**src/hdl/largest_empty_square_finder_core_assert.svh**
```systemverilog
// Assertion macros for the largest empty square finder RTL.
`ifndef LARGEST_EMPTY_SQUARE_FINDER_CORE_ASSERT_SVH
`define LARGEST_EMPTY_SQUARE_FINDER_CORE_ASSERT_SVH

// Clocked check, switched off while reset is held.
`define LESF_ASSERT(label, prop, msg) \
    label: assert property (@(posedge aclk) disable iff (!aresetn) prop) else $error(msg);

// Clocked check that also holds during reset.
`define LESF_ASSERT_ALWAYS(label, prop, msg) \
    label: assert property (@(posedge aclk) prop) else $error(msg);

`endif

```
**src/hdl/lesf_ram.sv**
```systemverilog
// Generic single-port-write, single-port-read RAM with registered read (read-first).
module lesf_ram #(
    parameter int WIDTH = 8,
    parameter int DEPTH = 16,
    parameter int ADDR_W = (DEPTH > 1) ? $clog2(DEPTH) : 1
) (
    input  logic              aclk,
    input  logic              wr_en,
    input  logic [ADDR_W-1:0] wr_addr,
    input  logic [WIDTH-1:0]  wr_data,
    input  logic              rd_en,
    input  logic [ADDR_W-1:0] rd_addr,
    output logic [WIDTH-1:0]  rd_data
);

    logic [WIDTH-1:0] mem [DEPTH];

    // Write port
    always_ff @(posedge aclk) begin
        if (wr_en) begin
            mem[wr_addr] <= wr_data;
        end
    end

    // Read port, returns old contents on a same-address write
    always_ff @(posedge aclk) begin
        if (rd_en) begin
            rd_data <= mem[rd_addr];
        end
    end

endmodule

```
**config.mk**
```make
export PLATFORM = sky130hd
export DESIGN_NAME = lesf_ram
export DESIGN_NICKNAME = d
export VERILOG_FILES = /design/src/hdl/largest_empty_square_finder_core_assert.svh /design/src/hdl/lesf_ram.sv
export SDC_FILE = /design/constraint.sdc
export NUM_CORES = 1
export LEC_CHECK = 0
export BUFFER_PORTS_ARGS = -buffer_cell sky130_fd_sc_hd__buf_2
export CORE_ASPECT_RATIO = 0.9
export CORE_MARGIN = 10
export CORE_UTILIZATION = 43
export DETAILED_ROUTE_END_ITERATION = 10
export GPL_ROUTABILITY_DRIVEN = 0
export PLACE_DENSITY = 0.61
export SYNTH_ARGS = -nofsm -noshare
export SYNTH_HDL_FRONTEND = slang
export SYNTH_SLANG_ARGS = --single-unit
```
**constraint.sdc**
```tcl
create_clock -name aclk -period 1.8 [get_ports aclk]
set_clock_uncertainty 0.15 [all_clocks]
set_input_delay 0.27 -clock aclk [delete_from_list [all_inputs] [get_ports aclk]]
set_output_delay 0.27 -clock aclk [all_outputs]
set_load 0.01 [all_outputs]
```
Yosys cells after proc, flatten, opt, wreduce, memory -nomap -nowiden
Memory sizes are Yosys's and may differ from the RTL's. A register that Yosys moved wholly into a read port is not among the register bits.
Cells that the tools add are included.
{ "word_totals": {"wordCells": 3, "ramBits": 128, "register_bits": 0, "mem_count": 1, "in_bits": 19, "output_inout_bits": 8} }
{ "op_classes": {"n_mux": 2} }
{ "memory_table": {"columns": ["name", "words", "width", "rd", "rd_ports_with_merged_regs", "write_ports", "line_no", "rtl"], "rows": [
  ["mem", 16, 8, 1, 1, 1, "lesf_ram.sv:16", "logic [WIDTH-1:0] mem [DEPTH];"]
]} }
{ "ops": {"columns": ["operator", "n"], "rows": [
  ["1-bit two-way mux", 2]
]} }

Depth between registers and ports, before layout
{ "depth": {"depth_word": 2, "mapped_depth": 5, "mapped_depth_nobuf": 3} }

Worst setup path after synthesis
OpenSTA, ideal clock, no wires.
{ "synth_timing": {"path_type": "input port to flip-flop", "startpoint": "input wr_addr[2]", "endpoint": "memory mem[0][0] (enable)", "cell_stages": 2, "arrival_ns": 1.380, "path_buffers": 0, "setup_ns": 0.383, "required_time_ns": 1.267, "setup_slack_ns": -0.113, "path_cell_list": "or3b_2 -> nor3_1"} }
{ "synth_rtl": {"columns": ["item", "line_no", "rtl"], "rows": [
  ["start, declared", "lesf_ram.sv:9", "input logic [ADDR_W-1:0] wr_addr,"],
  ["end, declared", "lesf_ram.sv:16", null]
]} }
No word-level cell before the write port.

==> flow_summary.toml <==
[die]
die_area_sq_mm = 0.0170
placementRows = 38
initial_core_util_pct = 43.6
dieWidth_um = 136
ioPinCount = 27
core_area_sq_mm = 0.0120
die_y_um = 125

[cts]
cts_hold_buffers = 0
clock_latency_ps = 400
cts_num_sinks = 136
tritoncts = "done"
clk_root_buffer_cell = "clkbuf_16"
clock_path_buffers = 2
path_clk_slew_ps = 60
cts_made_buffers = 17
postCtsSetupBuffers = 0
cts_max_level = 4
cts_resized = 0

[synthesis]
avgSynthCellArea_sq_um = 22.8
synthArstFlopShare_pct = 0
yosysSeqAreaShare_pct = 78.1
synthTopCellsByArea = "edfxtp_1, mux4_2, mux4_1"
synth_seq_cells = 136
syn_nets = 248
synth_flop_cell = "edfxtp_1"
synth_top_area_share_pct = 78.1
synth_top_area_cell = "edfxtp_1"
yosys_warnings = 0
syn_area_sq_mm = 0.00523
ys_types = 18
syn_inst = 229
synth_edf_count = 136

[place]
hpwlAfterDp_um = 6660
portBuffers = 26
dp.cells = 431

[finish]
final_util_pct = 52.6
syn2layout_area_growth_pct = 20.6
drive_above_1_share_pct = 33.4
stdcell_count = 462
fillers = 962
nets = 309
antennaDiodeCount = 0

[min_path]
hold_class = "in2reg"
holdPathStages = 1

[sta]
setup_viol = 0
fin_setup_tns_ps = 0
worst_pin_slew_ps = 798
max_clock_freq_ghz = 0.616
final.min_clock_period_ps = 1620
hold_violations = 0
fin_crit_sh_pct = 90.3
max_slew_margin_pct = 46.7
rsz0062_at_grt = "false"
slew_viol_final = 0

[grt]
grt.total_usage_pct = 12.7
grt_max_degree = 23
grt_pass1_wl_um = 15700
overflow = 0
antenna_found_initial = 0
grt_pass1_vias = 2647

[job]
drv_cap = 0

[critical_path]
worst_setup_path_end_kind = "flop"
critPathKind = "reg2reg"
crit_arrival_ps = 1620
startpoint_type = "flop"
crit_fanout = 1
path_cells = "mux4_1 -> a22oi_1 -> nand2_1"
cp.required_ps = 1800
ff2ff_path_depth = 3
max_stage_delay_ps = 540
critPathSlowestCell = "mux4_1"

[route]
vias_per_cell = 5.21
firstDrtPassIters = 6
routed_wl_um = 9960
ant_nets = 0
drt-initial-drc-count = 248
routed-via-count = 2407
drc_errors = 0
avgRoutedWirePerCell_um = 21.6

[power]
vdd_drop_max_mv = 0.741
p_per_area_mw_per_mm2 = 1180
power_mw = 7.44
p_leak_nw = 2.15

[run_status]
outcome = "completed"
[stage by stage]
stage               hold slack [ps]  setup slack [ps]  cell area, sq um
floorplan                       219              97.6              5230
global placement                509              -167              5700
detailed placement              521              -166              5700
CTS                            90.3               134              6300
global route                   92.1              97.7              6300
finish                         98.5               175              6300
[state kept, by name, summed over array words and instances, names as in the netlist]
signal   count
mem        128
rd_data      8
[final timing paths]
path | startpoint | to | slack, ps
min | wr_data[0] | mem[12][0]$_DFFE_PP_ | 100
min reg2reg | mem[15][7]$_DFFE_PP_ | rd_data[7]$_DFFE_PP_ | 600
max reg2reg | mem[5][3]$_DFFE_PP_ | rd_data[3]$_DFFE_PP_ | 180
max | mem[5][3]$_DFFE_PP_ | rd_data[3]$_DFFE_PP_ | 180
[Yosys cell counts (all sizes together), types with 2 or more instances]
| cell | instances |
|---|---|
| buf | 7 |
| mux4 | 32 |
| nand3b | 2 |
| nor2 | 13 |
| clkdlybuf4s25 | 3 |
| edfxtp | 136 |
| nand2 | 9 |
| nor3 | 4 |
| nand2b | 2 |
| a22oi | 16 |
[worst max-delay path: cells and delay by family (launching register included)]
| kind | cells | cell delay, ps |
|---|---|---|
| muxes | 1 | 540 |
| DFF | 1 | 360 |
| AOI/OAI and AO/OA | 1 | 240 |
| and+or+nand+nor | 1 | 80 |
[report_power, final]
group,leakage [nW],internal (mW),switching [mW]
logic,0.618,0.149,0.191
registers,1.24,3.57,0.0191
clock network,0.298,2.30,1.21
[routing by layer]
layer / part of all wire [%] / up-vias / track usage, %
met5: 0 / - / 0
met2: 50 / 59 / 19.5
met3: 5.2 / 6 / 3.10
li1: - / 1099 / -
met1: 44 / 1243 / 16.7
met4: 1.2 / 0 / 5.64
[layout by cell type (no fill, tap or decap)]
cell type   instances
and2_1              1
clkinv_4            1
nor3_2              1
clkinv_2            4
nand2b_1            2
buf_12              2
clkbuf_16          17
buf_2              26
nor2b_1             1
clkinv_1            1
a22oi_1            16
nor3_1              3
nand3b_1            2
nor2_1             13
clkinvlp_4          1
buf_4              24
nand2_1             9
mux4_2             18
bufinv_16           4
nand3_1             1
mux4_1             14
inv_6               2
clkbuf_1            1
and2b_1             1
edfxtp_1          136
or3b_2              1
[cell type report]
| cell class | count | area (sq um) | area share [%] |
|---|---|---|---|
| flip-flops and latches | 136 | 4080 | 64.8 |
| repair buffers | 52 | 350 | 5.56 |
| clock inverters | 13 | 178 | 2.82 |
| clock buffers | 18 | 429 | 6.81 |
| well taps | 160 | 200 | 3.18 |
| multi-input cells | 83 | 1060 | 16.9 |
[kinds of logic (layout without fill, tap and decap cells)]
group                  after synthesis  after routing  share of synthesized area (%)
multiplexers                        32             32                           14.8
AND/OR/NAND/NOR                     35             35                           3.14
flip-flops                         136            136                           78.1
AO/OA/AOI/OAI                       16             16                           2.30
buffers and inverters               10             83                           1.65
Power figures use the tool's default switching activity.
