`src/hdl/largest_empty_square_finder_core_assert.svh`:
```
// Assertion macros for the largest empty square finder RTL.
`ifndef LARGEST_EMPTY_SQUARE_FINDER_CORE_ASSERT_SVH
`define LARGEST_EMPTY_SQUARE_FINDER_CORE_ASSERT_SVH

// Clocked check, switched off while reset is held.
`define LESF_ASSERT(label, prop, msg) \
    label: assert property (@(posedge aclk) disable iff (!aresetn) prop) else $error(msg);

// Clocked check that also holds during reset.
`define LESF_ASSERT_ALWAYS(label, prop, msg) \
    label: assert property (@(posedge aclk) prop) else $error(msg);

`endif

```
`src/hdl/lesf_pkg.sv`:
```
// Shared types and constants of the largest empty square finder.
package lesf_pkg;

    localparam int CHAR_W          = 8;
    localparam int CNT_W           = 10;
    localparam int SIZE_W          = 11;
    localparam int MAX_DIM         = 1024;
    localparam int CFG_IDX_W       = 2;
    localparam int CFG_DATA_W      = 11;
    localparam int S_TDATA_W       = 8;
    localparam int M_TDATA_W       = 32;

    localparam logic [SIZE_W-1:0] GRID_ROWS_RST = SIZE_W'(1);
    localparam logic [SIZE_W-1:0] GRID_COLS_RST = SIZE_W'(1);
    localparam logic [CHAR_W-1:0] OBSTACLE_RST  = CHAR_W'(111);

    // Configuration register indexes
    typedef enum logic [CFG_IDX_W-1:0] {
        CFG_GRID_ROWS = 2'd0,
        CFG_GRID_COLS = 2'd1,
        CFG_OBSTACLE  = 2'd2
    } cfg_index_t;

    // Cell in flight between the read issue and the update stage
    typedef struct packed {
        logic             valid;
        logic             empty;
        logic [CNT_W-1:0] row;
        logic [CNT_W-1:0] col;
        logic             last_col;
        logic             last_grid;
    } cell_stage_t;

    // Stage control from the update stage back to the sequencer
    typedef struct packed {
        logic out_full;
        logic hold;
    } stage_ctrl_t;

endpackage

```
`src/hdl/lesf_seq.sv`:
```
// Raster position tracking, row-store read issue and the stage register.
module lesf_seq
    import lesf_pkg::*;
#(
    parameter int ADDR_W = 10
) (
    input  logic              aclk,
    input  logic              aresetn,
    input  logic              s_tvalid,
    output logic              s_tready,
    input  logic [CHAR_W-1:0] cell_char,
    input  logic [SIZE_W-1:0] eff_rows,
    input  logic [SIZE_W-1:0] eff_cols,
    input  logic [CHAR_W-1:0] obstacle_char,
    input  stage_ctrl_t       ctrl,
    output logic              rd_en,
    output logic [ADDR_W-1:0] rd_addr,
    output cell_stage_t       stage
);

    logic [CNT_W-1:0] row_count_reg, row_count_next;
    logic [CNT_W-1:0] col_count_reg, col_count_next;
    cell_stage_t      stage_reg, stage_next;
    logic             accept;
    logic             last_col;
    logic             last_row;
    logic [SIZE_W-1:0] col_inc;
    logic [SIZE_W-1:0] row_inc;

    // Hold off while a finished grid waits for a free output register
    assign s_tready = !(stage_reg.valid && stage_reg.last_grid && ctrl.out_full);
    assign accept   = s_tvalid && s_tready;

    assign col_inc  = SIZE_W'(col_count_reg) + SIZE_W'(1);
    assign row_inc  = SIZE_W'(row_count_reg) + SIZE_W'(1);
    assign last_col = (col_inc >= eff_cols);
    assign last_row = (row_inc >= eff_rows);

    // Previous-row read for the accepted cell
    assign rd_en   = accept;
    assign rd_addr = col_count_reg[ADDR_W-1:0];

    // Position counters
    always_comb begin
        row_count_next = row_count_reg;
        col_count_next = col_count_reg;
        if (accept) begin
            if (last_col) begin
                col_count_next = '0;
                row_count_next = last_row ? '0 : CNT_W'(row_inc);
            end else begin
                col_count_next = CNT_W'(col_inc);
            end
        end
    end

    // Stage register, frozen while the update stage holds
    always_comb begin
        stage_next = stage_reg;
        if (!ctrl.hold) begin
            stage_next.valid     = accept;
            stage_next.empty     = (cell_char != obstacle_char);
            stage_next.row       = row_count_reg;
            stage_next.col       = col_count_reg;
            stage_next.last_col  = last_col;
            stage_next.last_grid = last_col && last_row;
        end
    end

    always_ff @(posedge aclk) begin
        if (!aresetn) begin
            row_count_reg <= '0;
            col_count_reg <= '0;
            stage_reg     <= '0;
        end else begin
            row_count_reg <= row_count_next;
            col_count_reg <= col_count_next;
            stage_reg     <= stage_next;
        end
    end

    assign stage = stage_reg;

endmodule

```
`config.mk`:
```
export PLATFORM = sky130hd
export DESIGN_NAME = lesf_seq
export DESIGN_NICKNAME = d
export VERILOG_FILES = /design/src/hdl/largest_empty_square_finder_core_assert.svh /design/src/hdl/lesf_pkg.sv /design/src/hdl/lesf_seq.sv
export SDC_FILE = /design/constraint.sdc
export NUM_CORES = 1
export LEC_CHECK = 0
export ABC_AREA = 0
export BUFFER_PORTS_ARGS = -buffer_cell sky130_fd_sc_hd__buf_2
export CAP_MARGIN = 40
export CORE_MARGIN = 2
export CORE_UTILIZATION = 51
export DETAILED_ROUTE_END_ITERATION = 12
export PLACE_DENSITY = 0.83
export SKIP_LAST_GASP = 1
export SLEW_MARGIN = 5
export SYNTH_ARGS = -nofsm -noshare
export SYNTH_HDL_FRONTEND = slang
export SYNTH_SLANG_ARGS = --single-unit
```
`constraint.sdc`:
```
create_clock -name aclk -period 3.45 [get_ports aclk]
set_clock_uncertainty 0.15 [all_clocks]
set_input_delay 0 -clock aclk [delete_from_list [all_inputs] [get_ports aclk]]
set_output_delay 0 -clock aclk [all_outputs]
set_load 0.01 [all_outputs]
```
==> After elaboration in Yosys (flattened, before gate mapping) <==
Index checks and enable logic that the tools add are counted.
{ "totals": {"elab_cells": 21, "out_inout_bits": 36, "regBits": 44, "in_bits": 43} }
{ "op_classes": {"reduce_logical": 6, "n_eq_ne": 1, "order_cmp": 2, "n_mux": 2, "add_sub_neg": 2} }
{ "op_table": {"columns": ["operator", "n"], "rows": [
  ["$add 10x1->11 const B", 2],
  ["$ge 11x11->1", 2],
  ["$mux 10", 2],
  ["$ne 8x8->1", 1],
  ["$logic_and 1x1->1", 4],
  ["$reduce_and 2->1", 1],
  ["$logic_not 1->1", 1]
]} }

==> Logic depth before layout (Yosys ltp) <==
{ "logic_depth": {"word_depth": 5, "ltp_mapped": 12, "ltp_nobuf": 12} }

==> Worst setup path before layout <==
Ideal clock, no wire load.
{ "synth_timing": {"path_type": "register to register", "start": "reg row_count_reg[2]", "end": "reg row_count_reg[3]", "setup_time_ns": 0.085, "stages_incl_launch_ff": 13, "period_less_slack_ns": 2.880, "required_ns": 3.215, "path_buffers": 1, "setup_slack_ns": 0.570, "arrival_time_ns": 2.645, "cell_sequence": "dfxtp_1 nand3_1 or2_1 buf_2 nor3_2 xor2_1 ha_1 nand3_2 nor2_1 a221oi_2 o211ai_2 or3_4 o31ai_2"} }
{ "synth_via": {"elab_chain_len": 3} }
{ "synth_rtl": {"columns": ["item", "line", "source"], "rows": [
  ["start: declaration", "lesf_seq.sv:21", "logic [CNT_W-1:0] row_count_reg, row_count_next;"],
  ["start signal: assignment", "lesf_seq.sv:76", "row_count_reg <= row_count_next;"],
  ["$add 10x1->11 *", "lesf_seq.sv:35", "assign row_inc = SIZE_W'(row_count_reg) + SIZE_W'(1);"],
  ["$ge 11x11->1", "lesf_seq.sv:37", "assign last_row = (row_inc >= eff_rows);"],
  ["$mux 10 *", "lesf_seq.sv:50", "row_count_next = last_row ? '0 : CNT_W'(row_inc);"]
]} }
Every way passes the cells marked *; elsewhere a longest branch is shown, timed or not.
A chain may end at the register's enable or synchronous reset.

==> Worst setup path in the final report <==
Same ends and word-level chain as after synthesis.

==> metrics.md <==
| Metric | Value |
|---|---|
| Crit Reg-Reg Startpoint | `row_count_reg[2]` |
| RSZ-0062 raised after global routing | `no` |
| CTS clk-pin slew, worst paths | `roughly 80 ps` |
| Utilization after layout | `0.658` |
| DRC Markers | `0` |
| DR vias/cell | `~5.2` |
| WL final | `5580 um` |
| Outcome | `completed` |
| Max-Slew Margin vs Limit | `0.521` |
| Full die area | `0.00561 mm^2` |
| Post-Place Cells | `around 430` |
| Worst VDD drop | `0.000417 V` |
| Core Footprint | `0.00479 mm^2` |
| Main synth FF type | `dfxtp_1` |
| Multi-input gate area | `0.00156 mm^2` |
| Post-synth ARST share | `0` |
| Top cells by area, synth | `dfxtp_1 34%, ha_1 12%, mux2i_1 7.8%, xor2_1 6.8%, nor2_1 5.6%` |
| Pre-antenna DRT Iters | `4` |
| Most common cell after layout, fill and taps aside | `buf_2` |
| Setup crit end kind | `flip-flop` |
| Layout cells sized above 1 | `0.275` |
| Maxcap violations | `0` |
| First-pass GRT wire length | `approximately 9000 um` |
| Register area share after synthesis | `0.343` |
| # H-tree levels | `2` |
| Crit path kind | `flip-flop to flip-flop` |
| Post-Route Setup TNS | `0 ps` |
| Final Net Count | `440` |
| Tmin final | `about 3300 ps` |
| Maximum fanout along the worst path | `6` |
| CTS Buf Count | `5` |
| R2r setup slk | `roughly 170 ps` |
| Cell Pwr Density | `335 mW/mm^2` |
| Clock latency reported for the late side of the worst-skew pair | `between 200 and 300 ps` |
| Max Clock Freq | `slightly above 300 MHz` |
| Clock sink count | `44` |
| Syn nets | `about 360` |
| Pin count of the biggest net entering global routing | `29` |
| Slew Limit Fails | `0` |
| Slew @ Worst Pin | `between 700 and 800 ps` |
| Starting Density | `0.536` |
| CTS max path bufs | `2` |
| Total track usage | `0.210` |
| Reg area | `a little under 900 um^2` |
| Synthesized flop and latch total | `44` |
| Fillers | `roughly 410` |
| GP Congestion | `0.852` |
| Crit path to | `row_count_reg[3]` |
| Area growth from synthesis to layout | `22.7%` |
| Cell variety after synth | `between 40 and 50` |
| ANT nets after route | `0` |
| Rows | `25` |
| Final setup violation count | `0` |
| CTS Root Cell | `clkbuf_8` |
| Non-filler cells, final | `about 440` |
| Synth Warn # | `0` |
| Top cell type's share of synthesized area | `0.343` |
| CP required | `3510 ps` |
| Number of antenna violations at the first check in global routing | `0` |
| CP arrival | `about 3300 ps` |
| Vias | `approximately 2300` |
| Cell count after synthesis | `294` |
| Crit start category | `flip-flop` |
| Crit. Startpoint | `row_count_reg[2]` |
| Pleak | `between 1.5 and 2 nW` |
| Worst-case reg-to-reg path depth | `11` |
| Largest register FFs | `24` |
| Vias in the first global route | `around 2200` |
| Initial DRC count | `124` |
| Crit Reg-Reg Endpoint | `row_count_reg[3]` |
| CTS tree | `built` |
| Antenna Cells | `0` |
| # IOs | `79` |
| Hold WC Path Type | `input pin to flip-flop` |
| Hpwl dp | `about 4400 um` |
| I/O Buffers | `about 80` |
| Post-synth EDFFs | `0` |
| Grt ovf | `0` |
| Most frequent cells in the layout | `78 x buf_2, 44 x dfxtp_1, 38 x nor2_1` |
| Tcrit/Tclk final | `0.951` |
| WL per Instance | `12.7 um` |
| Height of the die | `around 75 um` |
| Final Hold Fails | `0` |
| Final hold slack | `about 110 ps` |
| Leading area contributor after synthesis | `dfxtp_1` |
| Die Span X | `74.9 um` |
| Mapped cell area | `about 0.0026 mm^2` |
| Syn avg cell area | `just under 9 um^2` |
| Post-CTS setup buffer count | `0` |
==> layout make-up <==
cell class,instances,share of cell area
multi-input combinational,216,0.496
sequential,44,0.280
timing repair buffer,82,0.135
inverter,24,0.0286
tap,67,0.0266
clock buffer,6,0.0231
clock inverter,2,0.0111
==> timing repair <==
action / CTS / global route
hold buffers: 2 / 0
gates resized for setup: 0 / 2
endpoints found under the setup margin: 0 / 8
endpoints found under the hold margin: 2 / 0
==> synthesized netlist by cell type (all sizes together), types with 2 or more instances <==
master and number:
xor2 20, inv 23, nor3 4, a22o 6, nand4 3, nor2 38, nor2b 3, or2 2
clkbuf 5, nand3 12, dfxtp 44, a21oi 16, o21ai 8, o31ai 2, mux2i 20, nand2 27
buf 5, o21a 2, and3 3, nor4 2, xnor2 11, o2bb2a 2, ha 24
==> layer usage <==
metal  wire, um  vias up  track usage  share of wire
li1           -     1148            -              -
met1       2540     1056        0.262           0.45
met2       2670       63        0.376           0.48
met3        331        7       0.0442          0.059
met4         46        0       0.0397         0.0082
met5          0        -            0              0
==> power by group <==
part | total, mW | leakage (nW) | switching [mW] | internal, mW
Combinational | 0.140 | 1.20 | 0.0740 | 0.0662
Sequential | 0.533 | 0.356 | 0.0146 | 0.518
Clock | 0.380 | 0.0552 | 0.165 | 0.215
Total | 1.05 | 1.61 | 0.254 | 0.799
==> how the worst min path moves through the flow <==
stage               cells past startpoint   endpoint             start
floorplan                               1   s_tready           ctrl[1]
global placement                        3   s_tready           ctrl[1]
detailed placement                      3   s_tready           ctrl[1]
CTS                                     6  stage[22]  obstacle_char[1]
global route                            6  stage[22]  obstacle_char[1]
finish                                  6  stage[22]  obstacle_char[1]
==> per-stage QoR <==
step                setup WS [ps]  total power [mW]  cell area [um^2]
finish                        168              1.05              3150
CTS                           190              1.06              3140
global placement              423             0.677              3010
floorplan                     570             0.628              2560
global route                 2.84              1.10              3150
detailed placement            210             0.683              3010
==> worst max-delay path, cell delays in order (launching register included) <==
cell      delay, ps
dfxtp_1         440
nand3_1         230
or2_1           380
nor3_2          150
xor2_1          220
ha_1            290
nand3_2         100
nor2_1           60
a221oi_2        330
o211ai_2        230
or3_4           410
o31ai_2         180
==> cell families after synthesis <==
logic type | count (synthesis) | synth area share
xor+xnor | 31 | 0.106
mux | 20 | 0.0780
buf+inv | 34 | 0.0512
flops | 44 | 0.343
simple gates | 97 | 0.176
fa+ha+maj | 24 | 0.117
compound gates | 44 | 0.128
(Power assumes the default switching activity.)
