`config.mk`:
```
export PLATFORM = sky130hd
export DESIGN_NAME = lesf_update
export DESIGN_NICKNAME = d
export VERILOG_FILES = /design/src/hdl/lesf_pkg.sv /design/src/hdl/lesf_update.sv
export VERILOG_INCLUDE_DIRS = /design/src /design/src/hdl
export SDC_FILE = /design/constraint.sdc
export NUM_CORES = 1
export LEC_CHECK = 0
export ABC_AREA = 1
export BUFFER_PORTS_ARGS = -buffer_cell sky130_fd_sc_hd__buf_2
export CAP_MARGIN = 10
export CORE_ASPECT_RATIO = 1.75
export CORE_MARGIN = 2
export CORE_UTILIZATION = 44
export CTS_CLUSTER_DIAMETER = 80
export DETAILED_ROUTE_END_ITERATION = 8
export REMOVE_ABC_BUFFERS = 1
export SLEW_MARGIN = 10
export SYNTH_ARGS = -nofsm -noshare
export SYNTH_HDL_FRONTEND = slang
export SYNTH_SLANG_ARGS = --single-unit
```
`constraint.sdc`:
```
create_clock -name aclk -period 10.9 [get_ports aclk]
set_input_delay 0.545 -clock aclk [delete_from_list [all_inputs] [get_ports aclk]]
set_output_delay 0.545 -clock aclk [all_outputs]
set_load 0.02 [all_outputs]
```
`src/hdl/largest_empty_square_finder_core_assert.svh`:
```
// Assertion macros for the largest empty square finder RTL.
`ifndef LARGEST_EMPTY_SQUARE_FINDER_CORE_ASSERT_SVH
`define LARGEST_EMPTY_SQUARE_FINDER_CORE_ASSERT_SVH

// Clocked check, switched off while reset is held.
`define LESF_ASSERT(label, prop, msg) \
    label: assert property (@(posedge aclk) disable iff (!aresetn) prop) else $error(msg);

// Clocked check that also holds during reset.
`define LESF_ASSERT_ALWAYS(label, prop, msg) \
    label: assert property (@(posedge aclk) prop) else $error(msg);

`endif

```
`src/hdl/lesf_pkg.sv`:
```
// Shared types and constants of the largest empty square finder.
package lesf_pkg;

    localparam int CHAR_W          = 8;
    localparam int CNT_W           = 10;
    localparam int SIZE_W          = 11;
    localparam int MAX_DIM         = 1024;
    localparam int CFG_IDX_W       = 2;
    localparam int CFG_DATA_W      = 11;
    localparam int S_TDATA_W       = 8;
    localparam int M_TDATA_W       = 32;

    localparam logic [SIZE_W-1:0] GRID_ROWS_RST = SIZE_W'(1);
    localparam logic [SIZE_W-1:0] GRID_COLS_RST = SIZE_W'(1);
    localparam logic [CHAR_W-1:0] OBSTACLE_RST  = CHAR_W'(111);

    // Configuration register indexes
    typedef enum logic [CFG_IDX_W-1:0] {
        CFG_GRID_ROWS = 2'd0,
        CFG_GRID_COLS = 2'd1,
        CFG_OBSTACLE  = 2'd2
    } cfg_index_t;

    // Cell in flight between the read issue and the update stage
    typedef struct packed {
        logic             valid;
        logic             empty;
        logic [CNT_W-1:0] row;
        logic [CNT_W-1:0] col;
        logic             last_col;
        logic             last_grid;
    } cell_stage_t;

    // Stage control from the update stage back to the sequencer
    typedef struct packed {
        logic out_full;
        logic hold;
    } stage_ctrl_t;

endpackage

```
`src/hdl/lesf_update.sv`:
```
// Square-size update, row-store write-back with forwarding, best tracking and result register.
module lesf_update
    import lesf_pkg::*;
#(
    parameter int ADDR_W = 10
) (
    input  logic              aclk,
    input  logic              aresetn,
    input  cell_stage_t       stage,
    input  logic              rd_en,
    input  logic [ADDR_W-1:0] rd_addr,
    input  logic [SIZE_W-1:0] rd_data,
    output logic              wr_en,
    output logic [ADDR_W-1:0] wr_addr,
    output logic [SIZE_W-1:0] wr_data,
    output stage_ctrl_t       ctrl,
    output logic              m_tvalid,
    input  logic              m_tready,
    output logic              found,
    output logic [CNT_W-1:0]  top_row,
    output logic [CNT_W-1:0]  left_col,
    output logic [SIZE_W-1:0] square_size
);

    logic [SIZE_W-1:0] left_size_reg, left_size_next;
    logic [SIZE_W-1:0] diag_size_reg, diag_size_next;
    logic [SIZE_W-1:0] best_size_reg, best_size_next;
    logic [CNT_W-1:0]  best_top_reg, best_top_next;
    logic [CNT_W-1:0]  best_left_reg, best_left_next;
    logic              fwd_reg;
    logic [SIZE_W-1:0] fwd_data_reg;
    logic              m_valid_reg, m_valid_next;
    logic              found_reg, found_next;
    logic [CNT_W-1:0]  top_reg, top_next;
    logic [CNT_W-1:0]  left_reg, left_next;
    logic [SIZE_W-1:0] size_reg, size_next;

    logic              advance;
    logic              row0;
    logic              col0;
    logic [SIZE_W-1:0] up;
    logic [SIZE_W-1:0] left;
    logic [SIZE_W-1:0] diag;
    logic [SIZE_W-1:0] min_lu;
    logic [SIZE_W-1:0] min_all;
    logic [SIZE_W-1:0] cur;
    logic              better;
    logic [SIZE_W-1:0] cand_top;
    logic [SIZE_W-1:0] cand_left;

    // A finished grid stays put until the result register is free
    assign ctrl.out_full = m_valid_reg;
    assign ctrl.hold     = stage.valid && stage.last_grid && m_valid_reg && !m_tready;
    assign advance       = stage.valid && !ctrl.hold;

    // Neighbour sizes; the row store is bypassed when the last write hit the read entry
    assign row0 = (stage.row == '0);
    assign col0 = (stage.col == '0);
    assign up   = row0 ? '0 : (fwd_reg ? fwd_data_reg : rd_data);
    assign left = col0 ? '0 : left_size_reg;
    assign diag = (col0 || row0) ? '0 : diag_size_reg;

    // Three-way minimum plus one, zero on an obstacle
    assign min_lu  = (left < up) ? left : up;
    assign min_all = (min_lu < diag) ? min_lu : diag;
    assign cur     = stage.empty ? (min_all + SIZE_W'(1)) : '0;

    // Row-store write-back
    assign wr_en   = advance;
    assign wr_addr = stage.col[ADDR_W-1:0];
    assign wr_data = cur;

    // Top-left corner of the candidate, worked out beside the compare
    assign better    = (cur > best_size_reg);
    assign cand_top  = SIZE_W'(stage.row) + SIZE_W'(1) - cur;
    assign cand_left = SIZE_W'(stage.col) + SIZE_W'(1) - cur;

    // Running state of the grid
    always_comb begin
        left_size_next = left_size_reg;
        diag_size_next = diag_size_reg;
        best_size_next = best_size_reg;
        best_top_next  = best_top_reg;
        best_left_next = best_left_reg;
        if (advance) begin
            left_size_next = stage.last_col ? '0 : cur;
            diag_size_next = stage.last_col ? '0 : up;
            if (better) begin
                best_size_next = cur;
                best_top_next  = cand_top[CNT_W-1:0];
                best_left_next = cand_left[CNT_W-1:0];
            end
            if (stage.last_grid) begin
                best_size_next = '0;
                best_top_next  = '0;
                best_left_next = '0;
            end
        end
    end

    // Result register
    always_comb begin
        m_valid_next = m_valid_reg;
        found_next   = found_reg;
        top_next     = top_reg;
        left_next    = left_reg;
        size_next    = size_reg;
        if (m_valid_reg && m_tready) begin
            m_valid_next = 1'b0;
        end
        if (advance && stage.last_grid) begin
            m_valid_next = 1'b1;
            if (better) begin
                found_next = 1'b1;
                top_next   = cand_top[CNT_W-1:0];
                left_next  = cand_left[CNT_W-1:0];
                size_next  = cur;
            end else begin
                found_next = (best_size_reg != '0);
                top_next   = best_top_reg;
                left_next  = best_left_reg;
                size_next  = best_size_reg;
            end
        end
    end

    always_ff @(posedge aclk) begin
        if (!aresetn) begin
            left_size_reg <= '0;
            diag_size_reg <= '0;
            best_size_reg <= '0;
            best_top_reg  <= '0;
            best_left_reg <= '0;
            fwd_reg       <= 1'b0;
            m_valid_reg   <= 1'b0;
        end else begin
            left_size_reg <= left_size_next;
            diag_size_reg <= diag_size_next;
            best_size_reg <= best_size_next;
            best_top_reg  <= best_top_next;
            best_left_reg <= best_left_next;
            m_valid_reg   <= m_valid_next;
            // Same entry read and written in one cycle: the RAM returns old data
            if (rd_en) begin
                fwd_reg <= wr_en && (wr_addr == rd_addr);
            end
        end
    end

    // Payload registers
    always_ff @(posedge aclk) begin
        fwd_data_reg <= wr_data;
        found_reg    <= found_next;
        top_reg      <= top_next;
        left_reg     <= left_next;
        size_reg     <= size_next;
    end

    assign m_tvalid    = m_valid_reg;
    assign found       = found_reg;
    assign top_row     = top_reg;
    assign left_col    = left_reg;
    assign square_size = size_reg;

`include "largest_empty_square_finder_core_assert.svh"

    `LESF_ASSERT(a_cur_bounded, stage.valid |-> (cur <= SIZE_W'(stage.col) + SIZE_W'(1) && cur <= SIZE_W'(stage.row) + SIZE_W'(1)), "square size exceeds its position")
    `LESF_ASSERT(a_best_grows, (advance && !stage.last_grid) |=> (best_size_reg >= $past(best_size_reg)), "best size shrank within a grid")
    `LESF_ASSERT(a_none_is_zero, (m_valid_reg && !found_reg) |-> (top_reg == '0 && left_reg == '0 && size_reg == '0), "empty result carries a position")
    `LESF_ASSERT_ALWAYS(a_hold_only_full, ctrl.hold |-> m_valid_reg, "stage held with a free result register")

endmodule

```
## After elaboration in Yosys (flattened, before gate mapping)

Index checks and enable logic that the tools add are counted.

| cells by class | value |
|---|---|
| reductions and logical operators | 14 |
| div/mod/pow operators | 0 |
| $lt $le $gt $ge | 3 |
| $add $sub $neg | 5 |
| shifts and indexed selects | 0 |
| eq/ne operators | 1 |
| bitwise logic cells | 0 |
| $mul | 0 |
| mux-type cells | 17 |

Operators by type and width:

| operator | count |
|---|---|
| 2-to-1 mux 11 bit | 11 |
| 2-to-1 mux 10 bit | 4 |
| < comparator 11 bit | 2 |
| adder 10 x 1 -> 10 bit, second input constant | 2 |
| logical NOT 10 bit | 2 |
| subtractor 10 bit | 2 |
| adder 11 x 1 -> 11 bit, second input constant | 1 |
| > comparator 11 bit | 1 |
| nonzero test 11 bit | 1 |
| == test 10 bit | 1 |
| logical AND 1 bit | 7 |
| logical NOT 1 bit | 2 |
| 2-to-1 mux 1 bit | 2 |
| nonzero test 2 bit | 1 |
| logical OR 1 bit | 1 |

| storage, ports and cells | value |
|---|---|
| input port bits | 49 |
| bits in registers | 98 |
| word-level logic and storage cells | 52 |
| ROM bits | 0 |
| latch bits | 0 |
| bits in writable memories | 0 |
| memories | 0 |

## Longest topological paths before layout

Gate-level depths: netlist of the first run.

| logic depth | value |
|---|---|
| depth after elaboration | 11 |
| gate-level depth with buffers | 48 |
| depth with buffers taken out | 44 |

## Worst setup path before layout of the first run

Ideal clock, no wire load.

| timing path | value |
|---|---|
| kind | input port to flip-flop |
| from | input stage[4] (netlist name) |
| to | register left_reg[9] (netlist: left_col[9]) (data pin) |
| setup time | 255 ps |
| stages | 42 |
| path slack | 4,018 ps |
| arrival | 6,627 ps |
| data required time | 10,645 ps |
| buffers on the path | 3 |
| cell sequence | nor2_1 > nand3_1 > nor2_1 > clkbuf_1 > nor2_1 > ha_1 > nand2_1 > o21bai_1 > a21oi_1 > nor2_1 > nand2_1 > inv_1 > buf_2 > o21ai_0 > ha_1 > nand2_1 > inv_1 > nand3_1 > [6 not listed] > ha_1 > nand2_2 > inv_1 > nor3_2 > inv_1 > ha_1 > inv_1 > fa_1 > o21ai_0 > a21oi_1 > o21bai_1 > a21oi_1 > o21bai_1 > xor2_1 > inv_1 > nand2_1 > nand3_1 > and2_1 |

| on the way | value |
|---|---|
| word-level cells in the longest chain between the ends | 10 |
| elaborated cells on any way between the ends | 14 |
| classes of those cells | 3 x add/sub; 3 x order compare; 6 x mux; 2 x reduce/logical |

Ends and longest elaborated chain:

| element | line | source |
|---|---|---|
| from (decl) | lesf_update.sv:9 | `input cell_stage_t stage,` |
| logical NOT 10 bit * | lesf_update.sv:58 | `assign col0 = (stage.col == '0);` |
| 2-to-1 mux 11 bit | lesf_update.sv:60 | `assign left = col0 ? '0 : left_size_reg;` |
| < comparator 11 bit | lesf_update.sv:64 | `assign min_lu = (left < up) ? left : up;` |
| 2-to-1 mux 11 bit | lesf_update.sv:64 |  |
| < comparator 11 bit | lesf_update.sv:65 | `assign min_all = (min_lu < diag) ? min_lu : diag;` |
| 2-to-1 mux 11 bit * | lesf_update.sv:65 |  |
| adder 11 x 1 -> 11 bit * | lesf_update.sv:66 | `assign cur = stage.empty ? (min_all + SIZE_W'(1)) : '0;` |
| 2-to-1 mux 11 bit * | lesf_update.sv:66 |  |
| net wr_data[2] | lesf_update.sv:15 | `output logic [SIZE_W-1:0] wr_data,` |
| subtractor 10 bit / > comparator 11 bit (equally long branches) | lesf_update.sv:76, lesf_update.sv:74 |  |
| 2-to-1 mux 10 bit * | lesf_update.sv:113 | `if (better) begin` |
| to (signal assigned) | lesf_update.sv:155 | `left_reg <= left_next;` |
| to (decl) | lesf_update.sv:35 | `logic [CNT_W-1:0] left_reg, left_next;` |

Mark *: on every way through the listed nets, which the timed path passes. The rest lies on a longest branch.
A chain may end at the register's enable or synchronous reset.

## Worst setup path in the final report of the first run

| timing path | value |
|---|---|
| from | input stage[6] (netlist name) |
| to | register top_reg[9] (netlist: top_row[9]) (data pin) |

| on the way | value |
|---|---|
| word-level cells in the longest chain between the ends | 10 |
| elaborated cells on any way between the ends | 13 |
| classes of those cells | 2 x add/sub; 3 x order compare; 6 x mux; 2 x reduce/logical |

Ends and longest elaborated chain:

| element | line | source |
|---|---|---|
| logical NOT 10 bit * | lesf_update.sv:58 |  |
| 2-to-1 mux 11 bit | lesf_update.sv:60 |  |
| < comparator 11 bit | lesf_update.sv:64 |  |
| 2-to-1 mux 11 bit | lesf_update.sv:64 |  |
| < comparator 11 bit | lesf_update.sv:65 |  |
| 2-to-1 mux 11 bit * | lesf_update.sv:65 |  |
| adder 11 x 1 -> 11 bit * | lesf_update.sv:66 |  |
| 2-to-1 mux 11 bit * | lesf_update.sv:66 |  |
| subtractor 10 bit / > comparator 11 bit (equally long branches) | lesf_update.sv:75, lesf_update.sv:74 |  |
| 2-to-1 mux 10 bit * | lesf_update.sv:113 |  |
| to (signal assigned) | lesf_update.sv:154 | `top_reg <= top_next;` |
| to (decl) | lesf_update.sv:34 | `logic [CNT_W-1:0] top_reg, top_next;` |

Every way passes the cells marked *; elsewhere a longest branch is shown, timed or not.

==> impl_results.md, run 1 <==
* Status: finished clean
* F_max at 119.5 MHz
* Top cell type's share of synthesized area at 20.87%
* Detailed Place HPWL at 12610 um
* Num ports at 106
* Post-CTS sizing at 0
* Relative slew margins at 31.30%
* Final worst slack at 2532 ps
* Initial antenna violation count at 0
* Power Dens Cells at 135.1 mW/mm2
* Final Skew at 8.934 ps
* Comb pwr share at 24.7%
* Max VDD drop at 0.07566 mV
* Slew Viols, Final at 0
* CP peak stage delay at 780 ps
* Vias in the first global route at 5403
* Number of flops mapped to enable cells by yosys at 32
* Final WL at 17020 um
* Synthesized area at 0.006330 mm2
* Nature of the critical path startpoint: primary input
* Post-synthesis async set-or-reset flop share at 0%
* Seq pwr share at 42.7%
* First-pass iteration count of the detailed router at 4
* Worst min-delay path category: flip-flop to flip-flop
* Fin. Hold Viols at 0
* Largest net degree at the start of global routing at 57
* Final design utilization at 50.77%
* Vias at 5474
* First DRT Iteration DRCs at 173
* Non-Filler Instances at 1092
* Gate Count Post-Synth at 826
* Final setup violation count at 0
* CP Class: primary input to flip-flop
* Post-Place Cells at 1076
* Final Critical Period at 8368 ps
* GRT overflow at 0
* Most Frequent Cell on Critical Path: inv_1
* Sequential-to-total area share from yosys stat at 36.05%
* Post-synthesis register bit count at 98
* Post-Route Setup TNS at 0 ps
* Wirelength per Cell at 15.59 um
* Distinct cells, synth at 39
* Placer congestion estimate at 0.8832
* H-tree Lvls at 3
* Static Leak at 3.208 nW
* Final ANT Viol Nets at 0
* Die height at 162.7 um
* # nets final at 1024
* Total GRT Usage at 22.88%
* Internal power at 0.6609 mW
* Critical Path AT at 8470 ps
* Clk slew on worst S/H paths at 70 ps
* Top cells by area, synth: dfxtp_1 (21%), edfxtp_1 (15%), ha_1 (13%), nand2_1 (13%), a21oi_1 (6.2%)
* RSZ-0062 raised after global routing: false
* Clock buffer depth at 2
* Initial Utilization at 44.50%
* Largest fanout on the critical path at 20
* Number of max-cap violations at 0
* Pre-CTS WS at 2206 ps
* Layout cells sized above 1 at 17.98%
* Synth area leader: dfxtp_1
* Most used flip-flop cell after synthesis: dfxtp_1
* Worst Path Required at 11000 ps
* Clk Latency, worst-skew pair at 350 ps
* DRC violation count after routing at 0
* Die Wd at 94.67 um
* Clk root buf: clkbuf_16
* # hold bufs at CTS at 0
* # diodes at 0
* Area Growth Syn to Fin at 14.09%
* Syn avg cell area at 7.663 um2
* Die area at 0.01540 mm2
* CP max stage cell: nor2_1
* Port bufs at 105
* CTS Buf Count at 9
* Core Area at 0.01422 mm2
* Worst Hold Slack at 462.9 ps
* Postcts setup bufs at 0
* Switching Share at 32.28%
* Clock network fraction of total power at 32.6%
* Worst-Margin Slew at 1028 ps
* Period utilization at 76.77%
* First-pass GRT wire length at 26830 um
* Vias/cell at 5.013
* CTS tree: done
* CTS Sinks at 98
* Row count at 58
* Crit end category: flip-flop
* Synth warn at 0
* NetSw at 0.3150 mW
worst max-delay path: cells and delay by family:
kind,cells,cell delay [ps]
AND/OR/NAND/NOR,14,2790
AO/OA/AOI/OAI,11,2160
adder cells (fa/ha/maj),5,1760
buffers and inverters,6,940
XOR/XNOR,1,260
cells by family (layout without fill, tap and decap cells):
family / count (synthesis) / in the layout / share of synthesized area, %
XOR/XNOR: 25 / 25 / 3.459
buffers and inverters: 141 / 227 / 9.310
AND/OR/NAND/NOR: 343 / 343 / 23.46
adder cells (fa/ha/maj): 68 / 68 / 13.68
multiplexers: 10 / 10 / 1.581
flip-flops: 98 / 98 / 36.05
AO/OA/AOI/OAI: 141 / 141 / 12.45
power groups by stage:
stage          registers, mW  clock network (mW)  logic (mW)
6_report               0.416               0.318       0.241
5_1_grt                0.418               0.340       0.270
4_1_cts                0.416               0.327       0.244
3_5_place_dp           0.424                   0       0.242
3_3_place_gp           0.425                   0       0.241
2_1_floorplan          0.438                   0       0.144
Yosys cell counts, types with 8 or more instances:
master / instances
xor2_1: 16
mux2i_1: 10
nand3_2: 8
xnor2_1: 9
buf_4: 11
nand3_1: 26
ha_1: 66
nand2_2: 8
o21ai_0: 34
nor2_1: 54
a21oi_1: 79
edfxtp_1: 32
nand4_1: 9
dfxtp_1: 66
clkbuf_1: 20
inv_1: 100
nand2_1: 220
worst paths after layout:
check	startpoint	cells after the start	end	slack [ps]
worst max register to register	fwd_reg	35	top_row[9]	2800
worst max-delay path	stage[6]	37	top_row[9]	2530
worst min-delay path	best_left_reg[9]	2	best_left_reg[9]	460
worst min register to register	best_left_reg[9]	2	best_left_reg[9]	460
through the flow:
stage | power [mW] | cell area (um2)
after global placement | 0.6659 | 6929
after detailed placement | 0.6659 | 6929
after global routing | 1.029 | 7222
after CTS | 0.9868 | 7222
final | 0.9759 | 7222
after floorplan | 0.5818 | 6120
cell usage in the layout, fill, tap and decap left out, types with 2 or more instances in the layout:
cell and instances:
nand3_2 8, clkbuf_16 10, nor2_1 52, nand2_1 220, nor2_4 6, inv_1 100
nand2_2 8, ha_1 66, o21ai_2 6, nor4_1 3, dfxtp_1 66, a21boi_1 2
edfxtp_1 32, clkbuf_1 2, fa_1 2, buf_4 5, a21oi_1 79, xor2_1 16
nor2_2 3, mux2i_1 10, o21ai_1 7, nand3_1 26, o21ai_0 33, a21oi_2 2
o21bai_1 7, nand4_1 9, clkinvlp_4 2, buf_2 105, or2_2 3, and2_1 2
xnor2_1 9
routing by layer:
| layer | global-route usage, % | vias up | wire length (um) |
|---|---|---|---|
| met2 | 44.62 | 94 | 9564 |
| met5 | 0 | - | 0 |
| met4 | 8.696 | 0 | 470 |
| met3 | 3.054 | 32 | 522 |
| li1 | - | 2837 | - |
| met1 | 23.92 | 2511 | 6467 |
cell type report:
| cell class | count | area [um2] |
|---|---|---|
| clock buffer | 13 | 271.5 |
| inverter | 101 | 379.1 |
| multi-input combinational | 587 | 3480 |
| tap | 180 | 225.2 |
| sequential | 98 | 2282 |
| clock inverter | 3 | 21.27 |
| timing repair buffer | 110 | 563.0 |
| fill | 1501 | 7002 |
No activity file was read; power rests on OpenSTA's default activity.
==> run 2, diff against run 1 <==
- PLACE_DENSITY: unset -> 0.67
- clock period: 10.9 -> 7.65 ns (I/O delays scaled with it)
==> impl_results.md, run 2 (synthesis gave the netlist of run 1 again) <==
* H-tree Lvls at 3 (unchanged)
* Die area at 0.01540 mm2 (unchanged)
* # hold bufs at CTS at 0 (unchanged)
* Period utilization at 91.65%
* Fin. Hold Viols at 0 (unchanged)
* Core Area at 0.01422 mm2 (unchanged)
* CTS tree: done (unchanged)
* Layout cells sized above 1 at 18.65% (was 17.98%)
* Vias/cell at 5.083 (was 5.013)
* Worst Path Required at 7760 ps (was 11000 ps)
* F_max at 142.6 MHz
* Post-Place Cells at 1081 (was 1076)
* Multi-input gate area at 0.003482 mm2 (was 0.003480 mm2)
* Final Critical Period at 7011 ps
* DRC violation count after routing at 0 (unchanged)
* Final Skew at 7.692 ps (was 8.934 ps)
* Largest fanout on the critical path at 20 (unchanged)
* Vias at 5576 (was 5474)
* GRT overflow at 0 (unchanged)
* CP max stage cell: a2111oi_4 (was nor2_1)
* Reg2Reg Setup Slack at 640 ps (was 2800 ps)
* Clock buffer depth at 2 (unchanged)
* Placer congestion estimate at 0.8884 (was 0.8832)
* Clk root buf: clkbuf_16 (unchanged)
* Die height at 162.7 um (unchanged)
* Nature of the critical path startpoint: flip-flop (was primary input)
* # nets final at 1029 (was 1024)
* Vias in the first global route at 5363 (was 5403)
* Crit end category: flip-flop (unchanged)
* Die Wd at 94.67 um (unchanged)
* Relative slew margins at 30.57% (was 31.30%)
* Number of max-cap violations at 0 (unchanged)
* Worst Hold Slack at 322.7 ps (was 462.9 ps)
* Status: finished clean (unchanged)
* Slew Viols, Final at 0 (unchanged)
* Non-Filler Instances at 1097 (was 1092)
* Postcts setup bufs at 0 (unchanged)
* Initial antenna violation count at 0 (unchanged)
* Total GRT Usage at 21.79% (was 22.88%)
* Area Growth Syn to Fin at 14.90% (was 14.09%)
* Final WL at 16270 um (was 17020 um)
* Max VDD drop at 0.1080 mV (was 0.07566 mV)
* First-pass GRT wire length at 25970 um (was 26830 um)
* Final setup violation count at 0 (unchanged)
* Leading cell types in the layout, fill and taps excluded: nand2_1 (220), buf_2 (105), inv_1 (99) (was nand2_1 (220), buf_2 (105), inv_1 (100))
* RSZ-0062 raised after global routing: false (unchanged)
* Most common cell after layout, fill and taps aside: nand2_1 (unchanged)
* Final design utilization at 51.13% (was 50.77%)
* CP peak stage delay at 490 ps (was 780 ps)
* Worst min-delay path category: primary input to flip-flop (was flip-flop to flip-flop)
* Final ANT Viol Nets at 0 (unchanged)
* Worst-Margin Slew at 1040 ps (was 1028 ps)
* # diodes at 0 (unchanged)
* Num ports at 106 (unchanged)
* Static Leak at 3.237 nW (was 3.208 nW)
* Port bufs at 105 (unchanged)
* Clk Latency, worst-skew pair at 350 ps (about the same)
* CTS Buf Count at 9 (unchanged)
* Sequential Area at 0.002282 mm2 (unchanged)
* First DRT Iteration DRCs at 230 (was 173)
* Row count at 58 (unchanged)
* CP Class: flip-flop to flip-flop (was primary input to flip-flop)
* Clk slew on worst S/H paths at 70 ps (about the same)
* Power Dens Cells at 192.6 mW/mm2 (was 135.1 mW/mm2)
* Largest net degree at the start of global routing at 56 (was 57)
* First-pass iteration count of the detailed router at 5 (was 4)
* Post-Route Setup TNS at 0 ps (unchanged)
* Critical Path AT at 7120 ps (was 8470 ps)
* Fill count at 1405 (was 1501)
* Initial Utilization at 44.50% (unchanged)
* Wirelength per Cell at 14.83 um (was 15.59 um)
* CTS Sinks at 98 (unchanged)
* Detailed Place HPWL at 12410 um (was 12610 um)
run 2: changes by cell type in the layout (fill, tap and decap cells not counted), moves of 2 or more:
cell | previous run | this run
buf_4 | 5 | 9
clkinv_2 | 0 | 2
o21ai_0 | 33 | 30
o21ai_1 | 7 | 10
run 2: per-stage QoR:
step,worst slack [ps],power (mW),instance area (um2)
2_1_floorplan,249.7,0.8289,6120
3_3_place_gp,395.3,0.9592,6982
3_5_place_dp,312.5,0.9616,6982
4_1_cts,607.4,1.414,7269
5_1_grt,42.56,1.474,7273
6_report,639.0,1.401,7273
run 2: per-layer routing:
metal / GRT usage (%) / routed length [um]
met1: 23.14 / 6096
met2: 41.62 / 9041
met3: 2.962 / 556
met4: 9.223 / 576
met5: 0 / 0
run 2: path summary, 6_finish.rpt:
| path | startpoint | depth (start not counted) | endpoint |
|---|---|---|---|
| setup / recovery | fwd_reg | 36 | left_col[9] |
| hold / removal | rd_en | 3 | fwd_reg |
| setup reg to reg | fwd_reg | 36 | left_col[9] |
| hold reg to reg | best_left_reg[9] | 2 | best_left_reg[9] |
run 2: area by class of cell:
class	instances	area share, %
clock inverter	5	0.7569
clock buffer	11	3.200
multi-input combinational	587	47.88
timing repair buffer	115	8.429
inverter	101	5.264
sequential	98	31.38
tap	180	3.097
run 2: worst max-delay path, delay by kind of cell, from the launching register on:
family | cells | cell delay, ps
adder cells (fa/ha/maj) | 5 | 1610
multiplexers | 1 | 130
flip-flops | 1 | 350
AND/OR/NAND/NOR | 14 | 1610
buffers and inverters | 7 | 900
AO/OA/AOI/OAI | 8 | 1810
XOR/XNOR | 1 | 320
run 2: what timing repair did:
action / 4_1_cts / 5_1_grt
endpoints found under the setup margin: 0 / 4
resized for setup: 0 / 4
hold endpoints to repair: 0 / 0
run 2: where the power goes:
group / total, mW / switching [mW] / internal, mW
Combinational: 0.357 / 0.235 / 0.122
Sequential: 0.593 / 0.0118 / 0.581
Clock: 0.451 / 0.198 / 0.253
Total: 1.40 / 0.445 / 0.956
==> run 3, diff against run 2 <==
- ABC_AREA: 1 -> 0
==> impl_results.md, run 3 <==
* Status: finished clean (unchanged)
* Area Growth Syn to Fin at 31.48% (was 14.90%)
* CTS Sinks at 98 (unchanged)
* Switching Share at 35.60% (was 31.78%)
* Top cell type's share of synthesized area at 19.65% (was 20.87%)
* Wirelength per Cell at 18.87 um (was 14.83 um)
* Slew Viols, Final at 0 (unchanged)
* First-pass GRT wire length at 34620 um (was 25970 um)
* Most common cell after layout, fill and taps aside: buf_4 (was nand2_1)
* Worst-Margin Slew at 1028 ps (was 1040 ps)
* Final Skew at 9.255 ps (was 7.692 ps)
* Power Dens Cells at 221.2 mW/mm2 (was 192.6 mW/mm2)
* Clk slew on worst S/H paths at 70 ps (about the same)
* Dpl cell area at 0.008446 mm2 (was 0.006982 mm2)
* CTS Buf Count at 9 (unchanged)
* # hold bufs at CTS at 0 (unchanged)
* Final WL at 22200 um (was 16270 um)
* Clk root buf: clkbuf_16 (unchanged)
* CP peak stage delay at 380 ps (was 490 ps)
* Worst Path Required at 7920 ps (was 7760 ps)
* Row count at 59 (was 58)
* Seq pwr share at 32.4% (was 42.3%)
* Vias in the first global route at 6697 (was 5363)
* Vias at 6607 (was 5576)
* Die Wd at 97.46 um (was 94.67 um)
* CTS tree: done (unchanged)
* # diodes at 0 (unchanged)
* Die area at 0.01633 mm2 (was 0.01540 mm2)
* First-pass iteration count of the detailed router at 5 (unchanged)
* Num ports at 106 (unchanged)
* NetSw at 0.6964 mW (was 0.4451 mW)
* Layout cells sized above 1 at 32.83% (was 18.65%)
* Total GRT Usage at 27.04% (was 21.79%)
* Synthesized area at 0.006725 mm2 (was 0.006330 mm2)
* F_max at 137.4 MHz (was 142.6 MHz)
* Syn avg cell area at 8.780 um2 (was 7.663 um2)
* Total power at 1.956 mW (was 1.401 mW)
* Post-synthesis async set-or-reset flop share at 0% (unchanged)
* DRC violation count after routing at 0 (unchanged)
* CP max stage cell: fa_1 (was a2111oi_4)
* Placer congestion estimate at 0.9447 (was 0.8884)
* Synth top cells by count: nand2_1 (79), dfxtp_1 (66), ha_1 (66), nor2_1 (66), inv_1 (54) (was nand2_1 (220), inv_1 (100), a21oi_1 (79))
* Core Area at 0.01491 mm2 (was 0.01422 mm2)
* Most used flip-flop cell after synthesis: dfxtp_1 (unchanged)
* Synth area leader: dfxtp_1 (unchanged)
* Nature of the critical path startpoint: primary input (was flip-flop)
* GRT overflow at 0 (unchanged)
* Sequential-to-total area share from yosys stat at 33.93% (was 36.05%)
* H-tree Lvls at 3 (unchanged)
* Final Critical Period at 7276 ps (was 7011 ps)
* Die height at 167.6 um (was 162.7 um)
* Clock buffer depth at 2 (unchanged)
* Synth warn at 0 (unchanged)
* Static Leak at 3.966 nW (was 3.237 nW)
* Distinct cells, synth at 69 (was 39)
* Port bufs at 105 (unchanged)
* Comb pwr share at 44.1% (was 25.5%)
* Relative slew margins at 31.22% (was 30.57%)
* Most common cell in the synthesized netlist: nand2_1 (unchanged)
* Pre-CTS WS at -268.2 ps (was 312.5 ps)
* Critical Path AT at 7550 ps (was 7120 ps)
* Initial antenna violation count at 0 (unchanged)
* Number of flops mapped to enable cells by yosys at 32 (unchanged)
* Largest fanout on the critical path at 11 (was 20)
* Top cells by area, synth: dfxtp_1 (20%), edfxtp_1 (14%), ha_1 (12%), nand2_1 (4.4%), nor2_1 (3.7%) (was dfxtp_1 (21%), edfxtp_1 (15%), ha_1 (13%), nand2_1 (13%), a21oi_1 (6.2%))
* Fin. Hold Viols at 0 (unchanged)
* Detailed Place HPWL at 17900 um (was 12410 um)
* Vias/cell at 5.618 (was 5.083)
* Final ANT Viol Nets at 0 (unchanged)
* Worst min-delay path category: primary input to flip-flop (unchanged)
* First DRT Iteration DRCs at 320 (was 230)
* Fill count at 1374 (was 1405)
* Crit end category: flip-flop (unchanged)
* Gate Count Post-Synth at 766 (was 826)
* Internal power at 1.260 mW (was 0.9556 mW)
* Final setup violation count at 0 (unchanged)
* CP Class: primary input to flip-flop (was flip-flop to flip-flop)
* Final design utilization at 59.30% (was 51.13%)
* Largest net degree at the start of global routing at 33 (was 56)
* Post-synthesis register bit count at 98 (unchanged)
* Max VDD drop at 0.1886 mV (was 0.1080 mV)
* Final worst slack at 373.5 ps (was 639.0 ps)
* Leading cell types in the layout, fill and taps excluded: buf_4 (141), buf_2 (105), nand2_1 (78) (was nand2_1 (220), buf_2 (105), inv_1 (99))
* Period utilization at 95.12% (was 91.65%)
* Clock network fraction of total power at 23.5% (was 32.2%)
* Clk Latency, worst-skew pair at 350 ps (about the same)
* # nets final at 1105 (was 1029)
* Post-route cell area at 0.008842 mm2 (was 0.007273 mm2)
* Initial Utilization at 45.10% (was 44.50%)
* Number of max-cap violations at 0 (unchanged)
## run 3: cell count changes after synthesis, moves of 14 or more
cell     change
nand2_1    -141
a21oi_1     -53
inv_1       -46
a22oi_1     +28
mux2_2      +21
nor3_1      +15
and2_1      +14
## run 3: power groups by stage
| stage | logic, mW | registers [mW] | clock network (mW) |
|---|---|---|---|
| floorplan | 0.414 | 0.673 | 0 |
| global placement | 0.834 | 0.643 | 0 |
| detailed placement | 0.840 | 0.644 | 0 |
| CTS | 0.848 | 0.633 | 0.464 |
| global route | 0.942 | 0.638 | 0.480 |
| finish | 0.863 | 0.633 | 0.460 |
## run 3: worst max-delay path: cells and delay by family
| kind | cells | cell delay [ps] |
|---|---|---|
| buffers and inverters | 12 | 1380 |
| XOR/XNOR | 1 | 100 |
| AO/OA/AOI/OAI | 12 | 2180 |
| adder cells (fa/ha/maj) | 6 | 1730 |
| multiplexers | 2 | 520 |
| AND/OR/NAND/NOR | 10 | 1220 |
## run 3: final timing paths
check	start	cells past startpoint	slack, ps	end
max	stage[11]	43	370	best_left_reg[9]
max reg2reg	fwd_reg	41	410	best_left_reg[9]
min reg2reg	left_size_reg[9]	1	470	left_size_reg[9]
min	rd_en	3	290	fwd_reg
## run 3: cell type report
class	instances	area (um2)	share of cell area, %
flip-flops and latches	98	2283	25.82
clock buffers	12	267.8	3.028
inverters	55	206.4	2.335
well taps	183	229.0	2.590
multi-input cells	573	4141	46.84
repair buffers	251	1684	19.05
clock inverters	4	30.03	0.3396
## run 3: logic make-up after synthesis
group | synth area share (%)
DFF | 33.93
AOI/OAI and AO/OA | 18.46
muxes | 5.637
adders and majority gates | 12.87
xor gates and xnor gates | 4.037
buffers and inverters | 6.009
and+or+nand+nor | 19.05
## run 3: timing repair
item | CTS | global route
endpoints found under the setup margin | 1 | 61
gates cloned | 0 | 0
pin swaps | 0 | 9
buffers inserted | 0 | 2
resized for setup | 1 | 21
## run 3: metal layers
metal / global-route usage, % / routed length [um] / share of wire (%) / vias up
met5: 0 / 0 / 0 / -
met3: 2.963 / 682 / 3.1 / 73
met2: 53.07 / 12530 / 56 / 204
met4: 16.36 / 1356 / 6.1 / 0
met1: 26.35 / 7624 / 34 / 3120
li1: - / - / - / 3210
## run 3: stage by stage
stage                     hold WS [ps]  setup TNS, ps  std cells
final                            289.6              0       1176
after global routing             298.5         -87.80       1176
after CTS                        284.6              0       1174
after detailed placement         433.9          -7286       1158
after global placement           428.0          -5176       1158
after floorplan                  416.7         -95720        726
